**src/rtl/lcs_pkg.sv**
```systemverilog
// shared types and constants of the led cube layer scanner
`timescale 1ns / 1ps
`default_nettype none

package lcs_pkg;

    // cube geometry
    localparam int LEDS_PER_LAYER = 12;
    localparam int NUM_LAYERS     = 2;
    localparam int LED_W          = 4;
    localparam int LEVEL_W        = 3;
    localparam int COLOUR_W       = 2;

    // depth of the queue between front and back
    localparam int QUEUE_DEPTH = 2;

    // request kinds
    localparam logic CMD_WRITE = 1'b0;
    localparam logic CMD_TICK  = 1'b1;

    // colour codes
    localparam logic [COLOUR_W-1:0] COLOUR_RED   = 2'd0;
    localparam logic [COLOUR_W-1:0] COLOUR_GREEN = 2'd1;
    localparam logic [COLOUR_W-1:0] COLOUR_BLUE  = 2'd2;

    // classified request passed from front to back
    typedef struct packed {
        logic               is_tick;
        logic               layer;
        logic [LED_W-1:0]   led;
        logic [LEVEL_W-1:0] level;
    } t_op;

endpackage

`default_nettype wire

```
**src/rtl/lcs_front.sv**
```systemverilog
// front end: accepts requests, drops bad colours, saturates levels
`timescale 1ns / 1ps
`default_nettype none

module lcs_front #(
    parameter int PWM_STEPS = 6
) (
    input  wire logic                         i_valid,
    output logic                              o_ready,
    input  wire logic                         i_cmd,
    input  wire logic                         i_layer,
    input  wire logic                         i_row,
    input  wire logic                         i_column,
    input  wire logic [lcs_pkg::COLOUR_W-1:0] i_colour,
    input  wire logic [lcs_pkg::LEVEL_W-1:0]  i_level,
    output logic                              o_push,
    output lcs_pkg::t_op                      o_op,
    input  wire logic                         i_full
);
    import lcs_pkg::*;

    localparam int SAT_W = LEVEL_W + 1;
    localparam logic [SAT_W-1:0] STEPS_EXT = SAT_W'(PWM_STEPS);

    logic drop;
    logic over;

    // a write to a colour beyond blue has no effect
    always_comb begin
        drop = (i_cmd == CMD_WRITE) &&
               (i_colour != COLOUR_RED) && (i_colour != COLOUR_GREEN) &&
               (i_colour != COLOUR_BLUE);
        over = {1'b0, i_level} > STEPS_EXT;
    end

    // classify and build the queue entry
    always_comb begin
        o_ready       = !i_full;
        o_push        = i_valid && !i_full && !drop;
        o_op.is_tick  = (i_cmd == CMD_TICK);
        o_op.layer    = i_layer;
        o_op.led      = {i_colour, i_row, i_column};
        o_op.level    = over ? STEPS_EXT[LEVEL_W-1:0] : i_level;
    end

endmodule

`default_nettype wire

```
**src/rtl/lcs_queue.sv**
```systemverilog
// short queue of classified requests between front and back
`timescale 1ns / 1ps
`default_nettype none

module lcs_queue (
    input  wire logic         i_clk,
    input  wire logic         i_rst_n,
    input  wire logic         i_push,
    input  wire lcs_pkg::t_op i_op,
    output logic              o_full,
    output logic              o_nempty,
    input  wire logic         i_pop,
    output lcs_pkg::t_op      o_op
);
    import lcs_pkg::*;

    localparam int PTR_W = (QUEUE_DEPTH > 1) ? $clog2(QUEUE_DEPTH) : 1;
    localparam int CNT_W = $clog2(QUEUE_DEPTH + 1);

    t_op              r_mem [QUEUE_DEPTH];
    logic [PTR_W-1:0] r_wr_ptr, n_wr_ptr;
    logic [PTR_W-1:0] r_rd_ptr, n_rd_ptr;
    logic [CNT_W-1:0] r_count,  n_count;
    logic             do_push;
    logic             do_pop;

    // pointer and count update
    always_comb begin
        do_push  = i_push && !o_full;
        do_pop   = i_pop && o_nempty;
        n_wr_ptr = r_wr_ptr;
        n_rd_ptr = r_rd_ptr;
        n_count  = r_count;
        if (do_push) begin
            n_wr_ptr = (r_wr_ptr == PTR_W'(QUEUE_DEPTH - 1)) ? '0 : r_wr_ptr + 1'b1;
        end
        if (do_pop) begin
            n_rd_ptr = (r_rd_ptr == PTR_W'(QUEUE_DEPTH - 1)) ? '0 : r_rd_ptr + 1'b1;
        end
        if (do_push && !do_pop) begin
            n_count = r_count + 1'b1;
        end else if (do_pop && !do_push) begin
            n_count = r_count - 1'b1;
        end
    end

    always_ff @(posedge i_clk) begin
        if (!i_rst_n) begin
            r_wr_ptr <= '0;
            r_rd_ptr <= '0;
            r_count  <= '0;
        end else begin
            r_wr_ptr <= n_wr_ptr;
            r_rd_ptr <= n_rd_ptr;
            r_count  <= n_count;
        end
    end

    // entry storage
    always_ff @(posedge i_clk) begin
        if (do_push) begin
            r_mem[r_wr_ptr] <= i_op;
        end
    end

    // status and head entry
    always_comb begin
        o_full   = (r_count == CNT_W'(QUEUE_DEPTH));
        o_nempty = (r_count != '0);
        o_op     = r_mem[r_rd_ptr];
    end

    a_count_range: assert property (@(posedge i_clk) disable iff (!i_rst_n)
        r_count <= CNT_W'(QUEUE_DEPTH))
        else $error("queue count beyond depth");

    a_ptr_gap: assert property (@(posedge i_clk) disable iff (!i_rst_n)
        (r_count == '0) |-> (r_wr_ptr == r_rd_ptr))
        else $error("empty queue with pointers apart");

    a_no_lost_push: assert property (@(posedge i_clk) disable iff (!i_rst_n)
        (do_push && !do_pop) |=> (r_count == $past(r_count) + 1'b1))
        else $error("push not counted");

endmodule

`default_nettype wire

```
**src/rtl/lcs_back.sv**
```systemverilog
// back end: intensity store, scan counters and the output register
`timescale 1ns / 1ps
`default_nettype none

module lcs_back #(
    parameter int PWM_STEPS = 6
) (
    input  wire logic         i_clk,
    input  wire logic         i_rst_n,
    input  wire logic         i_nempty,
    input  wire lcs_pkg::t_op i_op,
    output logic              o_pop,
    output logic              o_valid,
    input  wire logic         i_ready,
    output logic [7:0]        o_first_byte,
    output logic [7:0]        o_second_byte,
    output logic [1:0]        o_layer_enable
);
    import lcs_pkg::*;

    localparam int SLICE_W = (PWM_STEPS > 1) ? $clog2(PWM_STEPS) : 1;
    localparam int CMP_W   = (SLICE_W > LEVEL_W) ? SLICE_W : LEVEL_W;
    localparam logic [SLICE_W-1:0] SLICE_LAST = SLICE_W'(PWM_STEPS - 1);

    logic [LEVEL_W-1:0]        r_store [NUM_LAYERS][LEDS_PER_LAYER];
    logic [SLICE_W-1:0]        r_slice, n_slice;
    logic                      r_layer, n_layer;
    logic                      r_valid, n_valid;
    logic [7:0]                r_first, n_first;
    logic [7:0]                r_second, n_second;
    logic [1:0]                r_enable, n_enable;
    logic [LEDS_PER_LAYER-1:0] lit;
    logic                      out_free;
    logic                      do_tick;
    logic                      do_write;

    // twelve compares of the shown layer against the current slice
    always_comb begin
        for (int n = 0; n < LEDS_PER_LAYER; n++) begin
            lit[n] = CMP_W'(r_store[r_layer][n]) > CMP_W'(r_slice);
        end
    end

    // pop control: writes always go, ticks wait for a free output slot
    always_comb begin
        out_free = !r_valid || i_ready;
        o_pop    = i_nempty && (!i_op.is_tick || out_free);
        do_tick  = o_pop && i_op.is_tick;
        do_write = o_pop && !i_op.is_tick;
    end

    // next output and counter state
    always_comb begin
        n_valid  = r_valid && !i_ready;
        n_first  = r_first;
        n_second = r_second;
        n_enable = r_enable;
        n_slice  = r_slice;
        n_layer  = r_layer;
        if (do_tick) begin
            n_valid = 1'b1;
            for (int n = 0; n < 8; n++) begin
                n_second[7-n] = lit[n];
            end
            for (int n = 8; n < LEDS_PER_LAYER; n++) begin
                n_first[15-n] = lit[n];
            end
            n_first[3:0] = '0;
            n_enable     = r_layer ? 2'b10 : 2'b01;
            if (r_slice == SLICE_LAST) begin
                n_slice = '0;
                n_layer = !r_layer;
            end else begin
                n_slice = r_slice + 1'b1;
            end
        end
    end

    always_ff @(posedge i_clk) begin
        if (!i_rst_n) begin
            r_valid <= 1'b0;
            r_slice <= '0;
            r_layer <= 1'b0;
        end else begin
            r_valid <= n_valid;
            r_slice <= n_slice;
            r_layer <= n_layer;
        end
    end

    // output payload
    always_ff @(posedge i_clk) begin
        r_first  <= n_first;
        r_second <= n_second;
        r_enable <= n_enable;
    end

    // intensity store, cleared at reset
    always_ff @(posedge i_clk) begin
        if (!i_rst_n) begin
            for (int l = 0; l < NUM_LAYERS; l++) begin
                for (int n = 0; n < LEDS_PER_LAYER; n++) begin
                    r_store[l][n] <= '0;
                end
            end
        end else if (do_write) begin
            r_store[i_op.layer][i_op.led] <= i_op.level;
        end
    end

    always_comb begin
        o_valid        = r_valid;
        o_first_byte   = r_first;
        o_second_byte  = r_second;
        o_layer_enable = r_enable;
    end

    a_slice_range: assert property (@(posedge i_clk) disable iff (!i_rst_n)
        r_slice <= SLICE_LAST)
        else $error("slice counter out of range");

    a_layer_on_wrap: assert property (@(posedge i_clk) disable iff (!i_rst_n)
        (r_layer != $past(r_layer)) |-> (r_slice == '0))
        else $error("layer changed without slice wrap");

    a_enable_onehot: assert property (@(posedge i_clk) disable iff (!i_rst_n)
        r_valid |-> $onehot(r_enable))
        else $error("layer enable not one-hot");

    a_tick_held: assert property (@(posedge i_clk) disable iff (!i_rst_n)
        (i_nempty && i_op.is_tick && r_valid && !i_ready) |-> !o_pop)
        else $error("tick popped into a stalled output");

endmodule

`default_nettype wire

```
**src/rtl/led_cube_layer_pwm_scanner.sv**
```systemverilog
// top level of the led cube layer pwm scanner
// Scan driver for a 2x2x2 RGB LED cube with layer multiplexing and
// thermometer PWM. One input channel (valid/ready) carries requests:
// cmd 0 writes one intensity (layer, row, column, colour, level; level
// above PWM_STEPS is stored as PWM_STEPS, colour 3 is ignored), cmd 1 is
// a scan tick. Each tick gives one result on the output channel: two
// bytes in send order and a one-hot layer enable; writes give none.
// Requests are decoded in the front end and held in a two-entry queue;
// the back end applies writes and builds the 12 LED bits of a tick with
// parallel compares against the slice counter. An accepted tick is
// written into the queue, then into the output register. While the
// receiver takes each result, one request per cycle is sustained, set
// by the single output register and the queue pop. When the receiver
// stalls, the result holds, a tick at the queue head waits (writes
// ahead of it still drain) and the queue fills; input ready drops once
// two requests are waiting. Synchronous reset clears the intensity
// store, both counters, the queue and the output valid.
`timescale 1ns / 1ps
`default_nettype none

module led_cube_layer_pwm_scanner #(
    parameter int PWM_STEPS = 6
) (
    input  wire logic                         i_clk,
    input  wire logic                         i_rst_n,
    input  wire logic                         i_in_valid,
    output logic                              o_in_ready,
    input  wire logic                         i_cmd,
    input  wire logic                         i_layer,
    input  wire logic                         i_row,
    input  wire logic                         i_column,
    input  wire logic [lcs_pkg::COLOUR_W-1:0] i_colour,
    input  wire logic [lcs_pkg::LEVEL_W-1:0]  i_level,
    output logic                              o_out_valid,
    input  wire logic                         i_out_ready,
    output logic [7:0]                        o_first_byte,
    output logic [7:0]                        o_second_byte,
    output logic [1:0]                        o_layer_enable
);
    import lcs_pkg::*;

    logic push;
    logic full;
    logic nempty;
    logic pop;
    t_op  front_op;
    t_op  head_op;

    // request decode
    lcs_front #(
        .PWM_STEPS(PWM_STEPS)
    ) u_front (
        .i_valid  (i_in_valid),
        .o_ready  (o_in_ready),
        .i_cmd    (i_cmd),
        .i_layer  (i_layer),
        .i_row    (i_row),
        .i_column (i_column),
        .i_colour (i_colour),
        .i_level  (i_level),
        .o_push   (push),
        .o_op     (front_op),
        .i_full   (full)
    );

    // decoupling queue
    lcs_queue u_queue (
        .i_clk    (i_clk),
        .i_rst_n  (i_rst_n),
        .i_push   (push),
        .i_op     (front_op),
        .o_full   (full),
        .o_nempty (nempty),
        .i_pop    (pop),
        .o_op     (head_op)
    );

    // store, counters and output
    lcs_back #(
        .PWM_STEPS(PWM_STEPS)
    ) u_back (
        .i_clk          (i_clk),
        .i_rst_n        (i_rst_n),
        .i_nempty       (nempty),
        .i_op           (head_op),
        .o_pop          (pop),
        .o_valid        (o_out_valid),
        .i_ready        (i_out_ready),
        .o_first_byte   (o_first_byte),
        .o_second_byte  (o_second_byte),
        .o_layer_enable (o_layer_enable)
    );

endmodule

`default_nettype wire
```
**config.mk**
```make
export PLATFORM = sky130hd
export DESIGN_NAME = led_cube_layer_pwm_scanner
export DESIGN_NICKNAME = d
export VERILOG_FILES = /design/src/rtl/lcs_pkg.sv /design/src/rtl/lcs_front.sv /design/src/rtl/lcs_queue.sv /design/src/rtl/lcs_back.sv /design/src/rtl/led_cube_layer_pwm_scanner.sv
export SDC_FILE = /design/constraint.sdc
export NUM_CORES = 1
export LEC_CHECK = 0
export ABC_AREA = 1
export BUFFER_PORTS_ARGS = -buffer_cell sky130_fd_sc_hd__buf_4
export CAP_MARGIN = 20
export CORE_AREA = 8 8 114 116
export CTS_BUF_LIST = sky130_fd_sc_hd__clkbuf_8 sky130_fd_sc_hd__clkbuf_16
export CTS_CLUSTER_SIZE = 8
export DETAILED_ROUTE_END_ITERATION = 8
export DIE_AREA = 0 0 122 124
export PLACE_DENSITY = 0.68
export SLEW_MARGIN = 15
export SYNTH_ARGS = -nofsm -noshare
export SYNTH_HDL_FRONTEND = slang
export SYNTH_SLANG_ARGS = --single-unit
```
**constraint.sdc**
```tcl
create_clock -name i_clk -period 3.1 [get_ports i_clk]
set_input_delay 0.775 -clock i_clk [delete_from_list [all_inputs] [get_ports i_clk]]
set_output_delay 0.775 -clock i_clk [all_outputs]
set_load 0.02 [all_outputs]
```
# --- Yosys cells after proc, flatten, opt, wreduce, memory -nomap -nowiden ---
# Memory sizes are Yosys's and may differ from the RTL's. A register that Yosys moved wholly into a read port is not among the register bits.
# Index checks and enable logic that the tools add are counted.
op_classes:
  bitwise: 2
  n_reduce_logical: 29
  n_mux: 23
  n_addsub: 5
  magnitude_cmp: 15
  n_eq_ne: 4
ops:
  columns: ["operator", "count"]
  rows:
  - ["36-bit 2-to-1 mux", 3]
  - ["3-bit greater-than comparator", 12]
  - ["36-bit OR reduction", 1]
  - ["1-bit logical AND", 14]
  - ["1-bit 2-to-1 mux", 13]
  - ["3-bit demux with 4-bit select", 1]
  - ["3-bit 2-to-1 mux", 3]
  - ["1-bit zero test", 8]
  - ["2-bit 2-to-1 mux", 3]
  - ["2-bit nonzero test", 3]
  - ["5-bit >= comparator, second input constant", 1]
  - ["5-bit by 1-bit < comparator with 1-bit output, second input constant", 1]
  - ["4-bit NOT with 5-bit output", 1]
  - ["3-bit by 1-bit adder with 3-bit output, second input constant", 1]
  - ["3-bit == test, second input constant", 1]
  - ["3-bit greater-than comparator, second input constant", 1]
  - ["1-bit adder, second input constant", 2]
  - ["2-bit by 1-bit adder with 2-bit output, second input constant", 1]
  - ["2-bit == test, second input constant", 1]
  - ["1-bit logical OR", 2]
  - ["2-bit by 1-bit != test with 1-bit output, second input constant", 1]
  - ["2-bit != test, second input constant", 1]
  - ["2-bit AND reduction", 1]
  - ["2-bit by 1-bit subtractor with 2-bit output, second input constant", 1]
  - ["1-bit NOT", 1]
totals:
  output_inout_bits: 20
  input_bits: 13
  elab_cells: 89
  mem_count: 2
  regBits: 23
  ram_bits: 90
memory_table:
  columns: ["name", "depth", "width", "read_ports", "rd_ports_with_merged_regs", "write_ports", "line", "rtl"]
  rows:
  - ["u_back.r_store", 2, 36, 1, 1, 2, "lcs_back.sv:25", "logic [LEVEL_W-1:0] r_store [NUM_LAYERS][LEDS_PER_LAYER];"]
  - ["u_queue.r_mem", 2, 9, 1, 1, 1, "lcs_queue.sv:20", "t_op r_mem [QUEUE_DEPTH];"]

# --- Longest topological paths before layout ---
depth:
  depth_word: 11
  mapped_depth: 11
  mapped_depth_nobuf: 11

# --- Modules after synthesis ---
# Synthesis repeated with hierarchy kept, for this count alone.
unflattened:
  cells_unflattened: 465
  area_unflattened_um2: 5809.3
modules_own_cells:
  columns: ["mod", "cells_each", "n_inst", "area_per_inst_um2"]
  rows:
  - ["lcs_back", 386, 1, 4835.9]
  - ["lcs_queue", 65, 1, 894.6]
  - ["lcs_front", 14, 1, 78.8]

# --- Worst setup path after synthesis ---
# No wires, ideal clock.
synth_timing:
  kind: "input -> register"
  start: "input i_out_ready"
  end: "register with a tool-made name"
  path_slack_ns: 0.999
  arrival_time_ns: 1.984
  path_buffers: 0
  cell_stages: 7
  path_cell_list: "inv_1 nand2_1 nand2_1 nor2_1 nand3_1 nand2_1 nor2_1"
synth_rtl:
  columns: ["element", "line", "rtl"]
  rows:
  - ["from (decl)", "led_cube_layer_pwm_scanner.sv:35", "input wire logic i_out_ready,"]

==> flow_summary.json <==
{
  "clockPowerShare_pct": 39.5,
  "firstDrtPassIters": 5,
  "final.setup.worst_slack_ps": 827,
  "r2r_slack_ps": 830,
  "gp_congestion": 0.817,
  "antenna_cells": 0,
  "critical_path_arrival_ps": 2380,
  "vdd_drop_max_mv": 0.496,
  "synthesis.area_um2": 5590,
  "synth_top_area_share_pct": 55.9,
  "p_seq_share_pct": 40.2,
  "switching_share_pct": 28.7,
  "core-area_um2": 11200,
  "detail_route.wl_per_cell_um": 15.9,
  "internal-power_mw": 3.94,
  "synth_cell_type_count": 27,
  "finalNetCount": 561,
  "whs_ps": 456,
  "drtIter0Drc": 186,
  "clock_path_buffers": 2,
  "drive_gt1_share_pct": 21.6,
  "period_minus_slack_ps": 2270,
  "clk_latency_ps": 410,
  "pwr_density_cell_nw_per_um2": 843,
  "die_height_um": 124,
  "placement_rows": 39,
  "required_ps": 3210,
  "worst_slew_pin_slew_ps": 877,
  "rsz0062_at_grt": "false",
  "ctsHoldBuffers": 0,
  "avgSynthCellArea_um2": 11.7,
  "area_delta_synth_final_pct": 17.3,
  "path_buf_inv": 2,
  "r2r_end": "u_back.r_store[0][23]",
  "final_common_cell": "edfxtp_1",
  "layout_common_cells": "edfxtp_1 (104), nor2_1 (87), nand2_1 (71), ha_1 (37), inv_1 (32)",
  "grt_pass1_wl_um": 17200,
  "power_switching_mw": 1.58,
  "setup_viol": 0,
  "cts.sinks": 115,
  "fillers": 895,
  "drt-total-wl_um": 10600,
  "skew_ps": 5.30,
  "setup_total_negative_slack_ps": 0,
  "route.detailed.drc": 0,
  "post_cts_resize_count": 0,
  "port_buffers": 28,
  "placed_area_um2": 5890,
  "slew_viol_final": 0,
  "vias": 3424,
  "slowest_stage": "dfxtp_1",
  "post-route-period-util_pct": 73.3,
  "io-pin-count": 33,
  "synthCells": 477,
  "vias_per_cell": 5.13,
  "antenna_found_initial": 0,
  "max_stage_delay_ps": 550,
  "r2r_cells": 9,
  "hold_start": "u_back.r_layer",
  "fin_area_um2": 6560,
  "cp_max_fo": 14,
  "holdPathStages": 0,
  "start_kind": "register",
  "leakagePower_nw": 2.73,
  "hold_class": "reg2reg",
  "synthTopCellsByArea": "edfxtp_1 (56%), ha_1 (8.3%), nor2_1 (5.9%)",
  "clk_pin_slew_ps": 50,
  "grt_max_degree": 37,
  "root_buffer": "clkbuf_16",
  "grt.total_usage_pct": 15.1,
  "synth_warnings": 0,
  "grt_pass1_vias": 3563,
  "p_comb_share_pct": 20.3,
  "cp_top_family": "simple AND/OR/NAND/NOR gates",
  "h-tree-depth": 4,
  "crit_type": "reg2reg",
  "die_w_um": 122,
  "pre_cts_slack_ps": 600,
  "drv_cap": 0,
  "grt_overflow": 0,
  "yosysTopAreaCell": "edfxtp_1",
  "hpwl_um": 7020,
  "hold_violations": 0,
  "cts_tree": "yes",
  "status": "finished, final reports clean",
  "critPathCaptureType": "register",
  "drtAntennaViolNets": 0,
  "cts_setup_buffers": 0,
  "cts_buffers": 17,
  "dieArea_um2": 15100,
  "initial_core_util_pct": 50.0,
  "maxSlewHeadroom_pct": 41.5,
  "hold_end": "u_back.o_layer_enable[1]",
  "synth_seq_cells": 115,
  "ys_seq_area_share_pct": 59.8,
  "cp_cell_sequence": "inv_2 -> nand2_1 -> nand2_2 -> nor2_4 -> nand2_4 -> nor2_4 -> buf_4 -> nand2_4 -> nand2_1",
  "max_freq_ghz": 0.440
}
==> metal layers <==
| metal | track usage (%) | part of all wire, % | vias to the layer above |
|---|---|---|---|
| met1 | 17.0 | 44 | 1612 |
| met5 | 0 | 0 | - |
| met2 | 25.8 | 50 | 81 |
| li1 | - | - | 1713 |
| met4 | 7.86 | 2.6 | 0 |
| met3 | 4.26 | 3.8 | 18 |
==> kinds of logic after synthesis <==
group | count (synthesis) | synth area share (%)
DFF | 115 | 59.8
AOI/OAI and AO/OA | 37 | 4.01
buffers and inverters | 52 | 4.43
xor gates and xnor gates | 2 | 0.313
and+or+nand+nor | 197 | 16.1
muxes | 36 | 6.98
adders and majority gates | 37 | 8.28
other | 1 | 0.0671
==> registers in the layout (all words and copies together), names as in the netlist, named ones only <==
name / flops
u_back.o_first_byte: 4
u_queue.r_mem: 18
u_back.r_slice: 3
u_queue.r_wr_ptr: 1
u_back.o_valid: 1
u_back.o_layer_enable: 2
u_back.r_layer: 1
u_back.o_second_byte: 8
u_queue.r_count: 2
u_queue.r_rd_ptr: 1
u_back.r_store: 72
==> cells in the mapped netlist <==
master and instances:
nand2_4 11, nor2_1 88, buf_12 1, buf_4 8, o21ai_0 7, edfxtp_1 104, mux2i_1 12, nand2_2 5
a21boi_0 1, nand3_1 6, a21oi_1 17, conb_1 1, inv_1 30, nor3_1 1, xor2_1 2, nand3b_1 7
inv_2 3, buf_2 5, ha_1 37, nor2_2 6, dfxtp_1 11, nor2_4 2, a32oi_1 5, nand2_1 71
mux2_2 24, a211oi_1 7, clkbuf_1 5
==> per-stage QoR <==
step	power [mW]	instances	util [%]
global route	5.78	667	58.7
detailed placement	3.37	635	52.7
finish	5.52	667	58.7
CTS	5.56	667	58.7
floorplan	3.02	480	-
global placement	3.33	635	52.7
==> area by class of cell <==
type	instances	area (um2)	share of cell area, %
Inverter	33	124	1.89
Clock buffer	17	425	6.49
Multi-Input combinational cell	313	2010	30.7
Sequential cell	115	3340	51.0
Timing Repair Buffer	31	233	3.55
Tap cell	143	179	2.73
Clock inverter	15	240	3.66
==> power groups by stage <==
stage,combinational [mW],sequential (mW),clock [mW]
floorplan,0.748,2.27,0
global placement,1.08,2.24,0
detailed placement,1.13,2.24,0
CTS,1.14,2.22,2.20
global route,1.26,2.25,2.26
finish,1.12,2.22,2.18
==> how the worst max path moves through the flow <==
stage	depth (start not counted)	endpoint	slack, ps
6_report	9	u_back.r_store[0][23]	830
3_3_place_gp	8	u_back.r_store[0][10]	670
5_1_grt	9	u_back.r_store[0][26]	640
4_1_cts	9	u_back.r_store[0][9]	810
3_5_place_dp	8	u_back.r_store[0][11]	600
2_1_floorplan	7	register	1000
Note: power is estimated with default switching activity, not from simulation.
